### src/hdl/ctp_front.sv
// Front end: offset, squared length and inside/outside classification.
module ctp_front #(
   parameter int COORD_WIDTH = 24
) (
   input  logic                                     clock,
   input  logic                                     reset,
   input  logic                                     in_valid,
   input  logic [COORD_WIDTH-1:0]                   from_x,
   input  logic [COORD_WIDTH-1:0]                   from_y,
   input  logic [COORD_WIDTH-1:0]                   center_x,
   input  logic [COORD_WIDTH-1:0]                   center_y,
   input  logic [COORD_WIDTH-2:0]                   radius,
   output logic                                     out_valid,
   output logic [1+4*COORD_WIDTH+4+2*COORD_WIDTH+2+3*COORD_WIDTH-2:0] out_record
);
   localparam int W  = COORD_WIDTH;
   localparam int DW = W + 1;
   localparam int LW = 2 * W + 2;
   localparam int RQ = 2 * W - 2;

   logic          s1_valid_ff, s2_valid_ff, s3_valid_ff;
   logic [DW-1:0] dx1_ff, dy1_ff, dx2_ff, dy2_ff, dx3_ff, dy3_ff;
   logic [W-2:0]  r1_ff, r2_ff, r3_ff;
   logic [W-1:0]  cx1_ff, cy1_ff, cx2_ff, cy2_ff, cx3_ff, cy3_ff;
   logic [LW-1:0] dxsq_ff, dysq_ff, len_ff, diff_ff;
   logic [RQ-1:0] rsq_ff;
   logic          ok_ff;

   logic [DW-1:0] dx_in, dy_in, dx_mag, dy_mag;
   logic [LW-1:0] len_in;
   logic [LW-1:0] rsq_ext;

   assign dx_in  = {from_x[W-1], from_x} - {center_x[W-1], center_x};
   assign dy_in  = {from_y[W-1], from_y} - {center_y[W-1], center_y};
   assign dx_mag = dx1_ff[DW-1] ? (~dx1_ff + 1'b1) : dx1_ff;
   assign dy_mag = dy1_ff[DW-1] ? (~dy1_ff + 1'b1) : dy1_ff;
   assign len_in = dxsq_ff + dysq_ff;
   assign rsq_ext = LW'(rsq_ff);

   always_ff @(posedge clock) begin
      if (reset) begin
         s1_valid_ff <= 1'b0;
         s2_valid_ff <= 1'b0;
         s3_valid_ff <= 1'b0;
      end else begin
         s1_valid_ff <= in_valid;
         s2_valid_ff <= s1_valid_ff;
         s3_valid_ff <= s2_valid_ff;
      end
   end

   always_ff @(posedge clock) begin
      dx1_ff  <= dx_in;
      dy1_ff  <= dy_in;
      r1_ff   <= radius;
      cx1_ff  <= center_x;
      cy1_ff  <= center_y;

      dxsq_ff <= dx_mag * dx_mag;
      dysq_ff <= dy_mag * dy_mag;
      rsq_ff  <= r1_ff * r1_ff;
      dx2_ff  <= dx1_ff;
      dy2_ff  <= dy1_ff;
      r2_ff   <= r1_ff;
      cx2_ff  <= cx1_ff;
      cy2_ff  <= cy1_ff;

      len_ff  <= len_in;
      diff_ff <= len_in - rsq_ext;
      ok_ff   <= len_in > rsq_ext;
      dx3_ff  <= dx2_ff;
      dy3_ff  <= dy2_ff;
      r3_ff   <= r2_ff;
      cx3_ff  <= cx2_ff;
      cy3_ff  <= cy2_ff;
   end

   assign out_valid  = s3_valid_ff;
   assign out_record = {ok_ff, len_ff, diff_ff, dx3_ff, dy3_ff, r3_ff, cx3_ff, cy3_ff};

endmodule

### config.mk
export PLATFORM = sky130hd
export DESIGN_NAME = ctp_front
export DESIGN_NICKNAME = d
export VERILOG_FILES = /design/src/hdl/ctp_front.sv
export SDC_FILE = /design/constraint.sdc
export NUM_CORES = 2
export LEC_CHECK = 0
export ABC_AREA = 0
export BUFFER_PORTS_ARGS = -buffer_cell sky130_fd_sc_hd__buf_2
export CAP_MARGIN = 20
export CORE_MARGIN = 1
export CORE_UTILIZATION = 56
export DETAILED_ROUTE_END_ITERATION = 10
export GPL_TIMING_DRIVEN = 0
export MAX_ROUTING_LAYER = met4
export PLACE_DENSITY = 0.84
export REMOVE_ABC_BUFFERS = 1
export SYNTH_ARGS = -nofsm -noshare
export SYNTH_HDL_FRONTEND = slang
export SYNTH_SLANG_ARGS = --single-unit
### constraint.sdc
create_clock -name clock -period 19.5 [get_ports clock]
set_input_delay 2.925 -clock clock [delete_from_list [all_inputs] [get_ports clock]]
set_output_delay 2.925 -clock clock [all_outputs]
set_load 0.01 [all_outputs]
==> out/qor.csv <==
stage;metric;value;unit
drt;DRC Markers;0;
die;Core Region;124000;um2
grt;number of global-route vias before repair;55200;
run;maxcap violations;0;
timing;final period utilization;0.596;
synthesis;Synth top area share;0.379;
drt;Final ANT Viol Nets;0;
timing;Worst Skew;0.0529;ns
drt;DRT iter0 DRCs;3825;
timing;f_max;86.0;MHz
cts;Post-CTS Setup Bufs;0;
synthesis;Synth Area in XOR/XNOR;0.0414;
synthesis;Syn. warnings;0;
synthesis;largest family of logic cells by synthesized area;adder cells;
synthesis;synthesized-area fraction occupied by adder cells;0.500;
timing;Final Critical Period;11.63;ns
synthesis;compound-gate portion of the synthesized area;0.0744;
place;hpwl dp;145000;um
grt;largest net degree at the start of global routing;28;
critical_path;Worst EP required;20.04;ns
place;gp weighted congestion;1.00;
drt;final WL;178000;um
synthesis;Area contributors post-synth;fa_1, dfxtp_1, ha_1;
synthesis;Netlist cell types;104;
critical_path;Crit path largest cell delay;0.82;ns
synthesis;average cell area after synthesis;9.55;um2
critical_path;CP Data Arrival Time;12.17;ns
die;IO Count;345;
grt;first-pass GRT wire length;285000;um
drt;Avg WL per Cell;19.0;um
critical_path;CP most frequent cell;inv_1;
layout;fin nets;9760;
die;Die Ht;355;um
synthesis;synth cell count leaders;inv_1, fa_1, ha_1;
cts;clock sinks;607;
synthesis;asr flop ratio synth;0;
timing;Hold Vio Cnt, Final;0;
synthesis;post-synthesis cell area;69800;um2
grt;total routing usage reported by global routing;0.299;
cts;H-Tree Depth;3;
cts;Clock transition at path regs;0.06;ns
synthesis;top-count cell post-synth;inv_1;
cts;CTS tree;yes;
die;DIE WIDTH;355;um
die;Die ar.;126000;um2
cts;CTS buffer count;70;
synthesis;top_reg_cell synth;dfxtp_1;
timing;worst-margin pin slew;1.23;ns
min_path;worst min-delay path category;reg2reg;
synthesis;largest area contributor in the netlist;fa_1;
layout;final std cell area, no fill;76300;um2
cts;Resize count post-CTS;0;
cts;CTS max path bufs;3;
grt;Overflow after GRT;0;
timing;relative slew slack;0.177;
place;Port Buf Inserts;344;
critical_path;R2R setup slack;7.87;ns
synthesis;number of enable flip-flop cells after synthesis;0;
place;placed insts;9204;
cts;cts hold-fix bufs;0;
run_status;status;complete, no violations;
timing;Slew Viols, Final;0;
layout;Final Non-Filler Cells;9343;
timing;final setup fails;0;
critical_path;slowest stage cell, crit path;inv_1;
synthesis;mux cell area share after synthesis;0.00118;
timing;setup TNS;0;ns
die;Initial Utilization;0.565;
cts;clock latency at the later pin of the worst-skew pair;0.70;ns
timing;RSZ-0062 raised after global routing;false;
place;placed cell area;73700;um2
synthesis;Syn Inst Count;7313;
critical_path;Worst setup SP type;flip-flop;
synthesis;Post-Synth Simple-Gate Area;0.0938;
critical_path;crit end category;flip-flop;
drt;Vias;50700;
drt;first-pass iteration count of the detailed router;6;
critical_path;crit path kind;reg2reg;
die;Rows;129;
grt;initial antenna violation count;10;
synthesis;sequential fraction of the synthesis area;0.174;
synthesis;FF+latch count, synth;607;
cts;CTS root buffer;clkbuf_16;
layout;layout cells sized above 1;0.0762;
layout;Syn-to-layout area delta;9.22;%
critical_path;worst-path fanout max;21;
drt;Vias/cell;5.43;
-- flip-flops by register name, indices dropped and copies added, names as in the netlist, 25 cells and up --
signal	cells
diff_ff	50
dx1_ff	25
dx3_ff	25
dxsq_ff	49
dy1_ff	25
dy3_ff	25
dysq_ff	49
len_ff	50
rsq_ff	45
-- layout make-up --
class | instances | area (um2)
Sequential cell | 607 | 12200
Timing Repair Buffer | 380 | 2180
Fill cell | 9687 | 47400
Inverter | 1984 | 7450
Tap cell | 1637 | 2050
Antenna cell | 7 | 17.5
Clock inverter | 34 | 515
Multi-Input combinational cell | 4601 | 49900
Clock buffer | 93 | 1940
-- routing by layer --
| layer | routed length (um) | part of all wire | GRT usage | vias up |
|---|---|---|---|---|
| li1 | - | - | - | 22700 |
| met1 | 66400 | 0.37 | 0.356 | 25100 |
| met2 | 83200 | 0.47 | 0.475 | 2367 |
| met3 | 18900 | 0.11 | 0.0758 | 618 |
| met4 | 9340 | 0.052 | 0.139 | 0 |
| met5 | 0 | 0 | - | - |
-- critical path: cells and delay by family (launching register included) --
kind,cells,cell delay (ns)
adders and majority gates,9,4.25
xor gates and xnor gates,2,1.00
AOI/OAI and AO/OA,8,2.23
and+or+nand+nor,5,1.31
buffers and inverters,10,2.11
DFF,1,0.56
-- kinds of logic after synthesis --
family / count (synthesis)
XOR/XNOR: 323
adder cells (fa/ha/maj): 1994
other: 2
flip-flops: 607
AND/OR/NAND/NOR: 1447
buffers and inverters: 2139
multiplexers: 8
AO/OA/AOI/OAI: 793
-- worst paths after layout --
kind / startpoint / endpoint / cells after the start
setup / recovery: dy1_ff[0] / dysq_ff[48] / 34
hold / removal: dx2_ff[19] / dx3_ff[19] / 0
setup reg to reg: dy1_ff[0] / dysq_ff[48] / 34
hold reg to reg: dx2_ff[19] / dx3_ff[19] / 0
-- stage by stage --
step / setup WS [ns] / utilization / hold WS (ns)
6_report: 7.87 / 0.617 / 0.279
3_3_place_gp: 7.00 / 0.591 / 0.310
2_1_floorplan: 10.29 / - / 0.310
5_1_grt: 7.56 / 0.617 / 0.286
3_5_place_dp: 8.29 / 0.596 / 0.312
4_1_cts: 8.17 / 0.616 / 0.266
-- layout by cell type, fill, tap and decap left out, drive strengths merged, types with 38 or more instances in the layout --
cell type  Yosys  final
buf           19    380
xor2         105    105
nand3         52     52
fa          1323   1323
nand2b        38     38
a21oi        249    249
nor2         425    425
nor2b         38     38
xnor2        218    218
dfxtp        607    607
a21o         128    128
nand2        597    597
inv         1972   1981
ha           671    671
o21ai        136    136
clkbuf       136     93
and2         129    129
Power is not shown: default switching activity piles up to over one toggle a cycle in this logic, so the estimate is an artifact.
