File: config.mk
export PLATFORM = sky130hd
export DESIGN_NAME = ctp_queue
export DESIGN_NICKNAME = d
export VERILOG_FILES = /design/src/hdl/ctp_pkg.sv /design/src/hdl/ctp_queue.sv
export SDC_FILE = /design/constraint.sdc
export NUM_CORES = 1
export LEC_CHECK = 0
export ABC_AREA = 1
export BUFFER_PORTS_ARGS = -buffer_cell sky130_fd_sc_hd__buf_4
export CORE_MARGIN = 2
export CORE_UTILIZATION = 53
export DETAILED_ROUTE_END_ITERATION = 10
export MAX_ROUTING_LAYER = met4
export PLACE_DENSITY = 0.74
export SETUP_SLACK_MARGIN = 0.05
export SLEW_MARGIN = 20
export SYNTH_ARGS = -nofsm -noshare
export SYNTH_HDL_FRONTEND = slang
export SYNTH_SLANG_ARGS = --single-unit
File: constraint.sdc
create_clock -name clock -period 1.9 [get_ports clock]
set_clock_uncertainty 0.05 [all_clocks]
set_input_delay 0 -clock clock [delete_from_list [all_inputs] [get_ports clock]]
set_output_delay 0 -clock clock [all_outputs]
set_load 0.03 [all_outputs]
File: src/hdl/ctp_pkg.sv
// Shared constants and types for the circle tangent point block.
package ctp_pkg;

   // quotient bits beyond the coordinate width, enough to detect saturation
   localparam int DIV_GUARD_BITS = 2;

   // queue between front and back end
   localparam int QUEUE_ADDR_BITS = 2;

   typedef struct packed {
      logic full;
      logic empty;
   } queue_status_type;

endpackage

File: src/hdl/ctp_queue.sv
// Small register queue between front and back end.
module ctp_queue #(
   parameter int DATA_WIDTH = 8
) (
   input  logic                      clock,
   input  logic                      reset,
   input  logic                      push,
   input  logic [DATA_WIDTH-1:0]     push_data,
   input  logic                      pop,
   output logic [DATA_WIDTH-1:0]     pop_data,
   output ctp_pkg::queue_status_type status
);
   import ctp_pkg::*;

   localparam int DEPTH = 2 ** QUEUE_ADDR_BITS;

   logic [DATA_WIDTH-1:0]      mem_ff [0:DEPTH-1];
   logic [QUEUE_ADDR_BITS-1:0] wr_ptr_ff, rd_ptr_ff;
   logic [QUEUE_ADDR_BITS:0]   count_ff, count_in;
   logic                       do_push, do_pop;

   assign status.full  = count_ff == (QUEUE_ADDR_BITS+1)'(DEPTH);
   assign status.empty = count_ff == '0;
   assign do_push = push && !status.full;
   assign do_pop  = pop && !status.empty;
   assign pop_data = mem_ff[rd_ptr_ff];

   always_comb begin
      count_in = count_ff;
      case ({do_push, do_pop})
         2'b10:   count_in = count_ff + 1'b1;
         2'b01:   count_in = count_ff - 1'b1;
         default: count_in = count_ff;
      endcase
   end

   always_ff @(posedge clock) begin
      if (reset) begin
         wr_ptr_ff <= '0;
         rd_ptr_ff <= '0;
         count_ff  <= '0;
      end else begin
         count_ff <= count_in;
         if (do_push) begin
            wr_ptr_ff <= wr_ptr_ff + 1'b1;
         end
         if (do_pop) begin
            rd_ptr_ff <= rd_ptr_ff + 1'b1;
         end
      end
   end

   always_ff @(posedge clock) begin
      if (do_push) begin
         mem_ff[wr_ptr_ff] <= push_data;
      end
   end

endmodule

==> results of run 1 <==
## flip-flops by register name (all words and copies together) (netlist names), named ones only
name	cells
rd_ptr_ff	2
wr_ptr_ff	2
count_ff	3
mem_ff	32
## stage by stage
step / power (uW) / instances / setup WS, ps / utilization [%] / hold WS [ps]
6_report: 2610 / 236 / 81.1 / 69.6 / 332
5_1_grt: 2740 / 236 / 27.4 / 69.6 / 331
4_1_cts: 2560 / 236 / 55.9 / 69.1 / 318
3_5_place_dp: 2120 / 214 / 28.9 / 62.9 / 154
3_3_place_gp: 2070 / 214 / 184 / 62.9 / 149
2_1_floorplan: 1800 / 146 / 236 / - / 19.1
## kinds of logic after synthesis
group / synth area share (%)
adder cells (fa/ha/maj): 4.88
AO/OA/AOI/OAI: 10.4
AND/OR/NAND/NOR: 11.5
flip-flops: 67.5
buffers and inverters: 5.77
## worst min-delay path by stage
stage | startpoint | endpoint | slack (ps) | cells past startpoint
final | reset | wr_ptr_ff[0] | 330 | 3
after global routing | push_data[6] | mem_ff[2][6] | 330 | 2
after CTS | reset | wr_ptr_ff[0] | 320 | 3
after detailed placement | push_data[2] | mem_ff[3][2] | 150 | 1
after global placement | push_data[4] | mem_ff[3][4] | 150 | 1
after floorplan | reset | wr_ptr_ff[0] | 20 | 1
## power by group through the flow
stage               registers (uW)  logic, uW  clock network, uW
floorplan                     1150        651                  0
global placement              1180        894                  0
detailed placement            1180        942                  0
CTS                           1170        983                414
global route                  1180       1110                448
finish                        1170       1030                408
## repair_timing
| action | CTS | global route |
|---|---|---|
| hold endpoints to repair | 41 | 0 |
| resized for setup | 3 | 5 |
| setup buffers | 2 | 0 |
| hold buffers | 12 | 0 |
| pin swaps | 3 | 1 |
| endpoints found under the setup margin | 1 | 3 |
## layer usage
metal | up-vias | GRT usage [%] | share of wire [%]
met3 | 13 | 4.26 | 3.6
met1 | 584 | 20.7 | 39
li1 | 586 | - | -
met5 | - | - | 0
met2 | 36 | 37.0 | 53
met4 | 0 | 14.9 | 3.6
## final cells by class
type,instances,area [um2]
Timing Repair Buffer,40,330
Fill cell,239,928
Multi-Input combinational cell,83,467
Clock buffer,6,41.3
Sequential cell,41,1150
Tap cell,44,55.1
Clock inverter,2,10.0
Inverter,20,75.1
## layout by cell type, fill, tap and decap left out
cell,n
a21oi_1,4
a21oi_2,1
buf_4,28
clkbuf_1,1
clkbuf_4,5
clkinv_2,2
dfxtp_1,5
dfxtp_2,4
dlygate4sd3_1,12
edfxtp_1,32
fa_2,1
ha_1,4
ha_2,1
inv_1,19
inv_2,1
nand2_1,12
nand2_2,2
nand2_4,1
nand3_1,4
nand3_2,1
nor2_1,25
nor2_2,1
o21ai_0,14
o21ai_1,1
o21ai_2,3
o22ai_1,8
## worst reg2reg max path: cells and delay by family (launching register included)
| kind | cells | cell delay (ps) |
|---|---|---|
| adder cells (fa/ha/maj) | 2 | 520 |
| buffers and inverters | 2 | 150 |
| flip-flops | 1 | 370 |
| AND/OR/NAND/NOR | 7 | 630 |
==> metrics.txt, run 1 <==
P_int=1600 uW; max cap viols=0; GRT Total Usage=21.1%; IO Port Bufs=21; status=completed; max incr delay on CP=370 ps; Clk Latency, worst-skew pair=350 ps; Seq cells post-synth=41; # rows=20; Diodes inserted=0; Crit. Startpoint=count_ff[1]; top cells by area, synth=edfxtp_1 (57%), dfxtp_1 (11%), nor2_1 (5.5%); Worst R2R Path Depth=11; fin crit period=1820 ps; ratio of cells with drive above 1 in the final layout=26.6%; die span in x=60.5 um; Final nets=209; max_slew headroom=76.5%; drt pass-1 iters=4; DP HPWL=2.19 mm; drt drc=0; Sw Share=38.5%; CTS Buffer Depth=2; Post-Syn Area=1690 um2; Via Count=1219; gr ovfl total=0; critical path arrival=2020 ps; Max IR drop VDD=0.728 mV; Via density=5.17; Ports=22; CP max stage cell=dfxtp_2; core area=3050 um2; clock slew seen by the registers of the worst setup and hold paths=120 ps; critical setup path kind=reg2reg; global-route wire length before repair=5.15 mm; CP Max Fanout=4; flop-to-flop setup slack=80 ps; post-detailed-routing wire length=3.40 mm; Post-DP Area=1920 um2; WL/cell=14.4 um; Initial Utilization=55.4%; CTS Sinks=41; TritonCTS clock tree=yes; Max Slew Vio Count=0; clock share of power=15.6%; Starting DRT DRC Count=57; area growth from synthesis to layout=25.6%; H-tree depth=2; initial antenna violation count=0; Post-synth ARST share=0%; cell type with the highest aggregate area in the netlist=edfxtp_1; Num CTS Buffers=5; delay-heaviest family, CP=simple AND/OR/NAND/NOR gates; Final GP Congestion=0.767; syn nets=164; synth warn=0; Seq pwr share=44.8%; RSZ-0062 raised after global routing=true; Yosys cell types=18; Cells after Synth=146; HP Class=in2reg; WP data required=2110 ps; Avg Cell Area, Syn=11.6 um2; Tightest Pin Transition=352 ps; top cell type's share of synthesized area=56.8%; Final period util=95.7%; Fin. Hold Viols=0; top-count cell post-synth=edfxtp_1; largest net degree at the start of global routing=17; power share of the combinational group=39.6%; Post-synth EDFFs=32; vias in the first global route=1229; Setup crit end=count_ff[2]; Final ANT Viol Nets=0; final setup violation count=0; Main synth FF type=edfxtp_1; Die Height=60.5 um; Setup TNS=0 ps; die footprint=3660 um2; Power Dens Cells=1230 nW/um2; worst r2r dst=count_ff[2]; top post-synthesis cells by count=edfxtp_1 (32), nor2_1 (25), inv_1 (19); worst path cell trace=nor2_2, nand2_2, nand2_1, inv_1, ha_2, inv_1, fa_2, nand2_1, nand3_2, nor2_1, nor2_1; WP buf/inv=2; register area share after synthesis=67.5%; startpoint types=flip-flop; net switching power=1010 uW; Critical R2R Launch=count_ff[1]; Pleak=0.000848 uW; Max Fclk=550 MHz; crit end category=flip-flop; Worst path depth=11; Finished Cell Area=2120 um2; Root Driver=clkbuf_4
(Power assumes the default switching activity.)
==> run 2, diff against run 1 <==
--- a/config.mk
+++ b/config.mk
@@ -9,6 +9,7 @@
 export BUFFER_PORTS_ARGS = -buffer_cell sky130_fd_sc_hd__buf_4
 export CORE_MARGIN = 2
 export CORE_UTILIZATION = 53
+export CTS_BUF_LIST = sky130_fd_sc_hd__clkbuf_4 sky130_fd_sc_hd__clkbuf_8 sky130_fd_sc_hd__clkbuf_16
 export DETAILED_ROUTE_END_ITERATION = 10
 export MAX_ROUTING_LAYER = met4
 export PLACE_DENSITY = 0.74
==> metrics.txt, run 2 (same netlist as run 1, synthesis figures left out) <==
status=completed; die footprint=3660 um2 (unchanged); Final period util=92.5% (-3.2 points); global-route wire length before repair=5.17 mm (+0.27%); Via Count=1212 (-0.57%); TritonCTS clock tree=yes; H-tree depth=2 (unchanged); area growth from synthesis to layout=27.8%; max incr delay on CP=390 ps (+20 ps); Clk Latency, worst-skew pair=350 ps (about the same); Max Slew Vio Count=0 (unchanged); power share of the combinational group=40.5% (+0.9 points); Root Driver=clkbuf_4; WL/cell=14.1 um (-1.9%); Tightest Pin Transition=349 ps (-2.87 ps); vias in the first global route=1216 (-1.1%); most used cell, CP=nand2_1; Critical R2R Launch=count_ff[1]; Initial Utilization=55.4% (unchanged); Die Height=60.5 um (unchanged); P_int=1680 uW (+4.4%); Num CTS Buffers=5 (unchanged); max_slew headroom=76.7% (+0.19 points); drt drc=0 (unchanged); Power Dens Cells=1240 nW/um2 (+1.1%); Ports=22 (unchanged); Max Fclk=569 MHz (+3.4%); Multi-input gate area=483 um2 (+3.5%); Setup crit end=count_ff[2]; critical setup path kind=reg2reg; die span in x=60.5 um (unchanged); final setup violation count=0 (unchanged); storage element area=1150 um2 (+0.22%); Final ANT Viol Nets=0 (unchanged); Seq pwr share=44.0% (-0.8 points); Max IR drop VDD=0.762 mV (+4.7%); startpoint types=flip-flop; WP data required=2100 ps (about the same); core area=3050 um2 (unchanged); Final nets=211 (+0.96%); Fin. Hold Viols=0 (unchanged); Diodes inserted=0 (unchanged); crit end category=flip-flop; flop-to-flop setup slack=140 ps (+60 ps); ratio of cells with drive above 1 in the final layout=29.4% (+2.8 points); Setup TNS=0 ps (unchanged); drt pass-1 iters=4 (unchanged); Crit. Startpoint=count_ff[1]; CP Max Fanout=3 (-1); Starting DRT DRC Count=58 (+1.8%); Pleak=0.000863 uW (+1.7%); max reg flops=32 (unchanged); gr ovfl total=0 (unchanged); Sw Share=37.6% (-0.93 points); largest net degree at the start of global routing=17 (unchanged); Post-DP Area=1920 um2 (unchanged); clock slew seen by the registers of the worst setup and hold paths=110 ps (about the same); RSZ-0062 raised after global routing=false; IO Port Bufs=21 (unchanged); net switching power=1010 uW (+0.38%); Pwr Total=2680 uW (+2.9%); Regs by FF count=mem_ff: 32 flops, count_ff: 3 flops; Finished Cell Area=2160 um2 (+1.8%); commonest non-fill, non-tap cell in the layout=edfxtp_1; Final GP Congestion=0.767 (unchanged); CP max stage cell=dfxtp_4; HP Class=in2reg; CTS Buffer Depth=2 (unchanged); critical path arrival=1960 ps (-60 ps); Most flops, register=mem_ff; fin crit period=1760 ps (-60.6 ps); GRT Total Usage=21.2% (+0.047 points); fill cell count=236 (-1.3%); Via density=5.09 (-1.4%); worst r2r dst=count_ff[2]; most frequent cells in the layout=edfxtp_1 (32), buf_4 (30), nor2_1 (25), inv_1 (17), o21ai_0 (14); Worst R2R Path Depth=13 (+2); initial antenna violation count=0 (unchanged); DP HPWL=2.19 mm (unchanged); max cap viols=0 (unchanged); worst path cell trace=nor2_4, nand2_2, nand2_2, inv_2, ha_4, inv_2, fa_2, inv_1, nand2_1, nand3_2, nand2_1, nand2_1, nor2_1; clock share of power=15.5% (about the same); CTS Sinks=41 (unchanged); post-detailed-routing wire length=3.36 mm (-1.1%); # rows=20 (unchanged)
==> run 2: worst max-delay path: cells and delay by family (launching register included) <==
family / cells / cell delay, ps
flip-flops: 1 / 390
buffers and inverters: 3 / 190
adder cells (fa/ha/maj): 2 / 500
AND/OR/NAND/NOR: 8 / 530
==> run 2: routing by layer <==
metal,vias to the layer above,wire [um],GRT usage [%]
li1,595,-,-
met2,33,1870,37.7
met5,-,0,-
met3,7,128,3.84
met1,577,1320,21.1
met4,0,53,13.4
==> run 2: final cells by class <==
class | instances | share of cell area [%]
Multi-Input combinational cell | 83 | 22.3
Clock inverter | 2 | 0.463
Inverter | 20 | 3.47
Tap cell | 44 | 2.55
Sequential cell | 41 | 53.1
Clock buffer | 6 | 2.08
Timing Repair Buffer | 42 | 16.0
==> run 2: what timing repair did <==
item	CTS	global route
endpoints found under the setup margin	1	3
endpoints found under the hold margin	41	0
buffers inserted	2	2
hold buffers	12	0
pin swaps	3	4
gates resized for setup	4	10
==> run 2: power by group through the flow <==
| stage | sequential (uW) | combinational, uW | clock (uW) |
|---|---|---|---|
| floorplan | 1150 | 651 | 0 |
| global placement | 1180 | 894 | 0 |
| detailed placement | 1180 | 942 | 0 |
| CTS | 1170 | 989 | 428 |
| global route | 1190 | 1180 | 463 |
| finish | 1180 | 1090 | 417 |
==> run 2: how the worst min path moves through the flow <==
| stage | depth (start not counted) | from | endpoint | slack, ps |
|---|---|---|---|---|
| finish | 3 | reset | wr_ptr_ff[0] | 330 |
| global placement | 1 | push_data[4] | mem_ff[3][4] | 150 |
| global route | 2 | push_data[6] | mem_ff[2][6] | 330 |
| CTS | 3 | reset | wr_ptr_ff[0] | 320 |
| detailed placement | 1 | push_data[2] | mem_ff[3][2] | 150 |
| floorplan | 1 | reset | wr_ptr_ff[0] | 20 |
==> run 2: through the flow <==
stage                     worst slack (ps)  hold slack [ps]  utilization (%)  instances
after floorplan                        236             19.1                -        146
after global placement                 184              149             62.9        214
after detailed placement              28.9              154             62.9        214
after CTS                             96.4              318             69.3        236
after global routing                  54.2              330             70.8        238
final                                  142              332             70.8        238
